==> config.mk <==
export PLATFORM = sky130hd
export DESIGN_NAME = wsp_viewport
export DESIGN_NICKNAME = d
export VERILOG_FILES = /design/src/hw/rtl/wsp_pkg.sv /design/src/hw/rtl/wsp_viewport.sv
export SDC_FILE = /design/constraint.sdc
export NUM_CORES = 2
export LEC_CHECK = 0
export ABC_CLOCK_PERIOD_IN_PS = 12400
export BUFFER_PORTS_ARGS = -buffer_cell sky130_fd_sc_hd__buf_2
export CORE_MARGIN = 4
export CORE_UTILIZATION = 30
export DETAILED_ROUTE_END_ITERATION = 7
export HOLD_SLACK_MARGIN = 0.1
export PLACE_DENSITY_LB_ADDON = 0.25
export SYNTH_ARGS = -nofsm -noshare
export SYNTH_HDL_FRONTEND = slang
export SYNTH_SLANG_ARGS = --single-unit
==> constraint.sdc <==
create_clock -name i_clk -period 12.4 [get_ports i_clk]
set_clock_uncertainty 0.15 [all_clocks]
set_input_delay 1.86 -clock i_clk [delete_from_list [all_inputs] [get_ports i_clk]]
set_output_delay 1.86 -clock i_clk [all_outputs]
set_load 0.005 [all_outputs]
==> src/hw/rtl/wsp_pkg.sv <==
package wsp_pkg;

    typedef logic signed [31:0] t_q16;

    localparam logic CMD_LOAD  = 1'b0;
    localparam logic CMD_XFORM = 1'b1;

    localparam logic REG_SCREEN_WIDTH  = 1'b0;
    localparam logic REG_SCREEN_HEIGHT = 1'b1;

    localparam t_q16 Q_ONE     = 32'sd65536;
    localparam t_q16 Q_NEG_ONE = -32'sd65536;
    localparam t_q16 W_MIN     = 32'sd6;

    localparam int DIV_BITS = 32;

    localparam logic [12:0] RESET_WIDTH  = 13'd1920;
    localparam logic [12:0] RESET_HEIGHT = 13'd1080;

    typedef struct packed {
        logic [30:0] rem;
        logic [31:0] dbits;
        logic [31:0] quo;
        logic        neg;
        logic        sat;
    } t_div_lane;

    typedef struct packed {
        logic [30:0] cw;
        logic        reject;
    } t_div_side;

    function automatic t_q16 sat32(input logic signed [49:0] v);
        logic signed [49:0] hi;
        logic signed [49:0] lo;
        hi = 50'sd2147483647;
        lo = -50'sd2147483648;
        if (v > hi) begin
            return 32'sh7fffffff;
        end else if (v < lo) begin
            return 32'sh80000000;
        end
        return t_q16'(v[31:0]);
    endfunction

endpackage

==> src/hw/rtl/wsp_viewport.sv <==
module wsp_viewport (
    input  logic                  i_clk,
    input  logic [2:0]            i_en,
    input  logic [12:0]           i_width,
    input  logic [12:0]           i_height,
    input  wsp_pkg::t_div_lane    i_lane [3],
    input  wsp_pkg::t_div_side    i_side,
    output wsp_pkg::t_q16         o_screen_x,
    output wsp_pkg::t_q16         o_screen_y,
    output wsp_pkg::t_q16         o_depth,
    output logic                  o_visible
);

    wsp_pkg::t_q16      r_ndc [3];
    wsp_pkg::t_q16      n_ndc [3];
    logic               r_vis_a;
    logic               r_rej_a;
    logic signed [46:0] r_px;
    logic signed [46:0] r_py;
    wsp_pkg::t_q16      r_nz;
    logic               r_vis_b;
    logic               r_rej_b;
    wsp_pkg::t_q16      r_sx;
    wsp_pkg::t_q16      r_sy;
    wsp_pkg::t_q16      r_dz;
    logic               r_vis_c;
    logic               n_vis;
    logic signed [32:0] w_ax;
    logic signed [32:0] w_ay;
    logic signed [46:0] w_hx;
    logic signed [46:0] w_hy;

    always_comb begin
        logic [31:0] q;
        for (int l = 0; l < 3; l++) begin
            q = i_lane[l].quo;
            if (i_lane[l].neg) begin
                if (i_lane[l].sat || q > 32'h80000000) begin
                    n_ndc[l] = 32'sh80000000;
                end else begin
                    n_ndc[l] = $signed(~q + 32'd1);
                end
            end else begin
                if (i_lane[l].sat || q[31]) begin
                    n_ndc[l] = 32'sh7fffffff;
                end else begin
                    n_ndc[l] = $signed(q);
                end
            end
        end
        n_vis = n_ndc[0] >= wsp_pkg::Q_NEG_ONE && n_ndc[0] <= wsp_pkg::Q_ONE
             && n_ndc[1] >= wsp_pkg::Q_NEG_ONE && n_ndc[1] <= wsp_pkg::Q_ONE
             && n_ndc[2] >= 32'sd0 && n_ndc[2] <= wsp_pkg::Q_ONE;
    end

    assign w_ax = 33'(r_ndc[0]) + 33'(wsp_pkg::Q_ONE);
    assign w_ay = 33'(wsp_pkg::Q_ONE) - 33'(r_ndc[1]);
    assign w_hx = r_px >>> 1;
    assign w_hy = r_py >>> 1;

    always_ff @(posedge i_clk) begin
        if (i_en[0]) begin
            r_ndc   <= n_ndc;
            r_vis_a <= n_vis;
            r_rej_a <= i_side.reject;
        end
        if (i_en[1]) begin
            r_px    <= w_ax * $signed({1'b0, i_width});
            r_py    <= w_ay * $signed({1'b0, i_height});
            r_nz    <= r_ndc[2];
            r_vis_b <= r_vis_a;
            r_rej_b <= r_rej_a;
        end
        if (i_en[2]) begin
            if (r_rej_b) begin
                r_sx    <= '0;
                r_sy    <= '0;
                r_dz    <= '0;
                r_vis_c <= 1'b0;
            end else begin
                r_sx    <= wsp_pkg::sat32($signed({{3{w_hx[46]}}, w_hx}));
                r_sy    <= wsp_pkg::sat32($signed({{3{w_hy[46]}}, w_hy}));
                r_dz    <= r_nz;
                r_vis_c <= r_vis_b;
            end
        end
    end

    assign o_screen_x = r_sx;
    assign o_screen_y = r_sy;
    assign o_depth    = r_dz;
    assign o_visible  = r_vis_c;

endmodule

* Word-level counts from Yosys, hierarchy flattened
Index checks and enable logic that the tools add are counted.
Word-level totals: bits in registers 323, latch bits 0, bits in writable memories 0, bits in read-only memories 0, bits of input ports 353, output and inout port bits 97, word-level logic and storage cells 71, memories kept 0
Operators by class: add/subtract/negate cells 5, multiply operators 2, divide/modulo/power cells 0, order comparisons 13, equal/unequal tests 0, shifts and indexed selects 0, muxes and demuxes 23, bitwise logic cells 3, reduce and logical (&&, ||, !) cells 11
Operators with widths (count):
- two-way mux 32 bit | 15
- adder 32 x 1 -> 32 bit (second input constant) | 3
- > comparator 32 bit (second input constant) | 3
- less-or-equal comparator 32 x 18 -> 1 bit (second input constant) | 3
- NOT 32 bit | 3
- multiplier 33 x 14 -> 47 bit | 2
- > comparator 46 x 32 -> 1 bit (second input constant) | 2
- less-than comparator 46 x 32 -> 1 bit (second input constant) | 2
- greater-or-equal comparator 32 x 17 -> 1 bit (second input constant) | 2
- adder 32 x 18 -> 33 bit (second input constant) | 1
- subtractor 18 x 32 -> 33 bit (first input constant) | 1
- greater-or-equal comparator 32 x 1 -> 1 bit (second input constant) | 1
- two-way mux 1 bit | 8
- logical OR 1 bit | 6
- logical AND 1 bit | 5

* Longest topological paths before layout
word-level depth 10, mapped depth 33, mapped depth without buffers 30

* Worst setup path before layout
OpenSTA, ideal clock, no wires.
path kind input to register, start input port i_width[2], end register r_px[46] (data pin), library setup time 0.260 ns, data arrival time 7.694 ns, data required time 11.990 ns, slack 4.296 ns, stages on the path 21, path buffers 2, path through clkbuf_1 -> nand2_1 -> fa_1 -> inv_1 -> fa_1 -> inv_1 -> fa_1 -> fa_1 -> inv_1 -> fa_1 -> inv_1 -> fa_1 -> inv_1 -> ha_1 -> clkbuf_1 -> nand4_1 -> or3_1 -> o211ai_1 -> or3_1 -> a31oi_1 -> xnor2_1
Between the ends: longest elaborated chain between the ends 1
Ends and longest elaborated chain:
- from (decl) | RTL line wsp_viewport.sv:4 | input logic [12:0] i_width,
- multiplier 33 x 14 -> 47 bit | RTL line wsp_viewport.sv:68 | r_px <= w_ax * $signed({1'b0, i_width});
- to (signal assigned) | RTL line wsp_viewport.sv:68
- to (decl) | RTL line wsp_viewport.sv:18 | logic signed [46:0] r_px;
No other way between the ends. A chain may end at the register's enable or synchronous reset.

* Final worst setup path
start register r_ndc[32] in the netlist's numbering, end register r_py[45] (data pin)
Between the ends: longest elaborated chain between the ends 2
Ends and longest elaborated chain:
- from (decl) | RTL line wsp_viewport.sv:14 | wsp_pkg::t_q16 r_ndc [3];
- from (signal assigned) | RTL line wsp_viewport.sv:63 | r_ndc <= n_ndc;
- subtractor 18 x 32 -> 33 bit | RTL line wsp_viewport.sv:57 | assign w_ay = 33'(wsp_pkg::Q_ONE) - 33'(r_ndc[1]);
- multiplier 33 x 14 -> 47 bit | RTL line wsp_viewport.sv:69 | r_py <= w_ay * $signed({1'b0, i_height});
- to (signal assigned) | RTL line wsp_viewport.sv:69
- to (decl) | RTL line wsp_viewport.sv:19 | logic signed [46:0] r_py;
No other way between the ends.

==> flow_metrics.tcl <==
set metrics [dict create \
    globalRouteTotalUtil 0.1593 \
    rr_worst_depth 30 \
    rr_endpoint "r_py[45]" \
    startpoint "r_ndc[32]" \
    fillers 15647 \
    grt_use_met2 0.2565 \
    gp_congestion 0.8728 \
    multi_input_area_um2 31980 \
    synth_seq_cells 321 \
    post-synth-top-area-cell "fa_1" \
    synthToLayoutAreaGrowth_pct 10.51 \
    synth-compound-area-share 0.08367 \
    yosys-top-cells-area "fa_1 (34%), edfxtp_1 (21%), inv_1 (7.0%)" \
    cp_slowest_stage_delay_ns 0.68 \
    startpoint_type "flop" \
    hold_depth 0 \
    use_met3 0.02588 \
    worst_slew_pin_slew_ns 1.029 \
    clock-sinks 321 \
    dp_hpwl_mm 94.96 \
    first_global_vias 35348 \
    chipWidth_um 397.8 \
    cts_tree "yes" \
    hold_viol 0 \
    h-tree-depth 2 \
    layout.nets 6247 \
    synth_top_family_by_area "adder cells" \
    yosys_warnings 0 \
    drc 0 \
    initial_utilization 0.3030 \
    syn_nets 6150 \
    yosys.area_share.simple 0.1834 \
    vias_per_cell 4.841 \
    seq_area_um2 9639 \
    drive_above_1_share 0.08081 \
    final_cell_mix "inv_1 (856), fa_1 (778), nand2_1 (565)" \
    worstSkewPairLatency_ns 0.62 \
    crit_type "reg2reg" \
    detail-route-antenna-nets 0 \
    fin_crit_ns 9.745 \
    floorplan.io_pins 450 \
    firstDrtPassIters 6 \
    status "complete, no violations" \
    synthAdderAreaFrac 0.4023 \
    antenna_found_initial 11 \
    critical_path_required_ns 12.57 \
    async_flop_share 0 \
    hold_slack_ns 0.2676 \
    rows 142 \
    clock_path_buffers 3 \
    maxSlewViolCount 0 \
    reg2reg_slack_ns 2.65 \
    synth_edf_count 321 \
    final_common_cell "inv_1" \
    crit_path_top_delay_cell "edfxtp_1" \
    die-area_um2 158300 \
    netlist_instances 4798 \
    r2r_start "r_ndc[32]" \
    core_area_um2 150500 \
    grt_pass1_wl_mm 201.0 \
    synth_top_area_share 0.3416 \
    grt_max_degree 79 \
    slew_headroom 0.3121 \
    cp.arrival_ns 9.91 \
    ys_types 79 \
    rsz0062_at_grt "no" \
    syn_area_um2 45590 \
    finalSetupViolCount 0 \
    via_count 33633 \
    wirelength_mm 123.8 \
    crit_path_frequent_cell "fa_1" \
    timing.final.crit_share 0.7859 \
    synth_flop_cell "edfxtp_1" \
    route.detailed.wl_per_inst_um 17.82 \
    muxShareOfSynthArea 0.001153 \
    io_buffers 229 \
    cts_resized 0 \
    numCtsBuffers 41 \
    fmax_mhz 102.6 \
    postCtsSetupRepairBufs 0 \
    crit_end "r_py[45]" \
    drv_cap 0 \
    tns_ns 0 \
    gr-usage-met1 0.2271 \
    die_y_um 397.8 \
    crit_path_end_kind "flop" \
    hold_class "reg2reg" \
    drt_iter0_drc 2029 \
    yosys.area_share.xor_xnor 0.02805 \
    grt.busiest_layer "met2" \
    overflow 0 \
    clkTransAtPathRegs_ns 0.08 \
    syn_area_per_cell_um2 9.502 \
    cp_max_fo 14 \
    clock-root-buffer "clkbuf_16" \
    ys_seq_area_frac 0.2114 \
    cts_hold_buf 0 \
]
-- synth_stat cells (all sizes together) (5+ instances only) --
cell       n
nand3b     8
and3      22
a21oi    135
o41ai     13
o21ai    111
a211o     16
o22ai     10
nand2    565
nor4b      6
a41oi     10
nand4     52
edfxtp   321
nor2b     50
a211oi    22
o311ai    17
nor3      71
a21o      71
clkbuf   221
inv      857
nor2     280
nor3b      9
nand3     50
or3       22
nand2b    24
a31oi     33
or2       11
o21bai    17
nand4b     7
fa       778
a311oi    13
xnor2     99
or4       24
xor2      47
o211ai    15
o21a      15
buf       13
ha       221
a2111oi    5
and2     400
o211a     11
and4       6
o31ai     10
nor4      51
a21boi     6
-- flip-flops by register name, summed over array words and instances (netlist names) --
| register | count |
|---|---|
| r_py | 46 |
| r_ndc | 96 |
| r_px | 46 |
| o_visible | 1 |
| o_depth | 32 |
| r_vis_a | 1 |
| r_rej_b | 1 |
| r_nz | 32 |
| o_screen_x | 32 |
| o_screen_y | 32 |
| r_vis_b | 1 |
| r_rej_a | 1 |
-- layer usage --
metal  wire length, µm  up-vias
met2             55800      777
met3              6926      121
met1             58820    17178
met5                89        -
met4              2129       12
li1                  -    15545
-- metrics by stage --
stage / cell area, µm² / cells / util / setup slack [ns]
floorplan: 45590 / 4798 / - / 4.296
global placement: 48960 / 6868 / 0.3253 / 2.683
detailed placement: 48960 / 6868 / 0.3253 / 2.632
CTS: 50370 / 6941 / 0.3347 / 2.544
global route: 50380 / 6943 / 0.3348 / 1.943
finish: 50390 / 6947 / 0.3348 / 2.655
-- final cells by class --
type,instances,share of cell area
diodes,6,0.0002980
multi-input cells,3386,0.6346
flip-flops and latches,321,0.1913
well taps,2016,0.05006
clock inverters,28,0.007003
clock buffers,45,0.02108
repair buffers,288,0.03176
inverters,857,0.06384
-- worst min-delay path by stage --
stage              start  endpoint
2_1_floorplan   r_ndc[0]   r_nz[0]
3_3_place_gp    r_ndc[1]   r_nz[1]
3_5_place_dp   r_ndc[23]  r_nz[23]
4_1_cts         r_ndc[5]   r_nz[5]
5_1_grt         r_ndc[1]   r_nz[1]
6_report        r_ndc[1]   r_nz[1]
-- logic make-up after synthesis --
logic type,count (synthesis)
buffers and inverters,1091
AO/OA/AOI/OAI,570
XOR/XNOR,146
multiplexers,5
adder cells (fa/ha/maj),999
flip-flops,321
AND/OR/NAND/NOR,1666
-- critical path: cells and delay by family (launching register included) --
| kind | cells | cell delay, ns |
|---|---|---|
| xor gates and xnor gates | 1 | 0.15 |
| and+or+nand+nor | 9 | 2.46 |
| adders and majority gates | 8 | 3.35 |
| DFF | 1 | 0.68 |
| AOI/OAI and AO/OA | 7 | 2.24 |
| buffers and inverters | 5 | 0.41 |
Power is not shown: default switching activity piles up to over one toggle a cycle in this logic, so the estimate is an artifact.
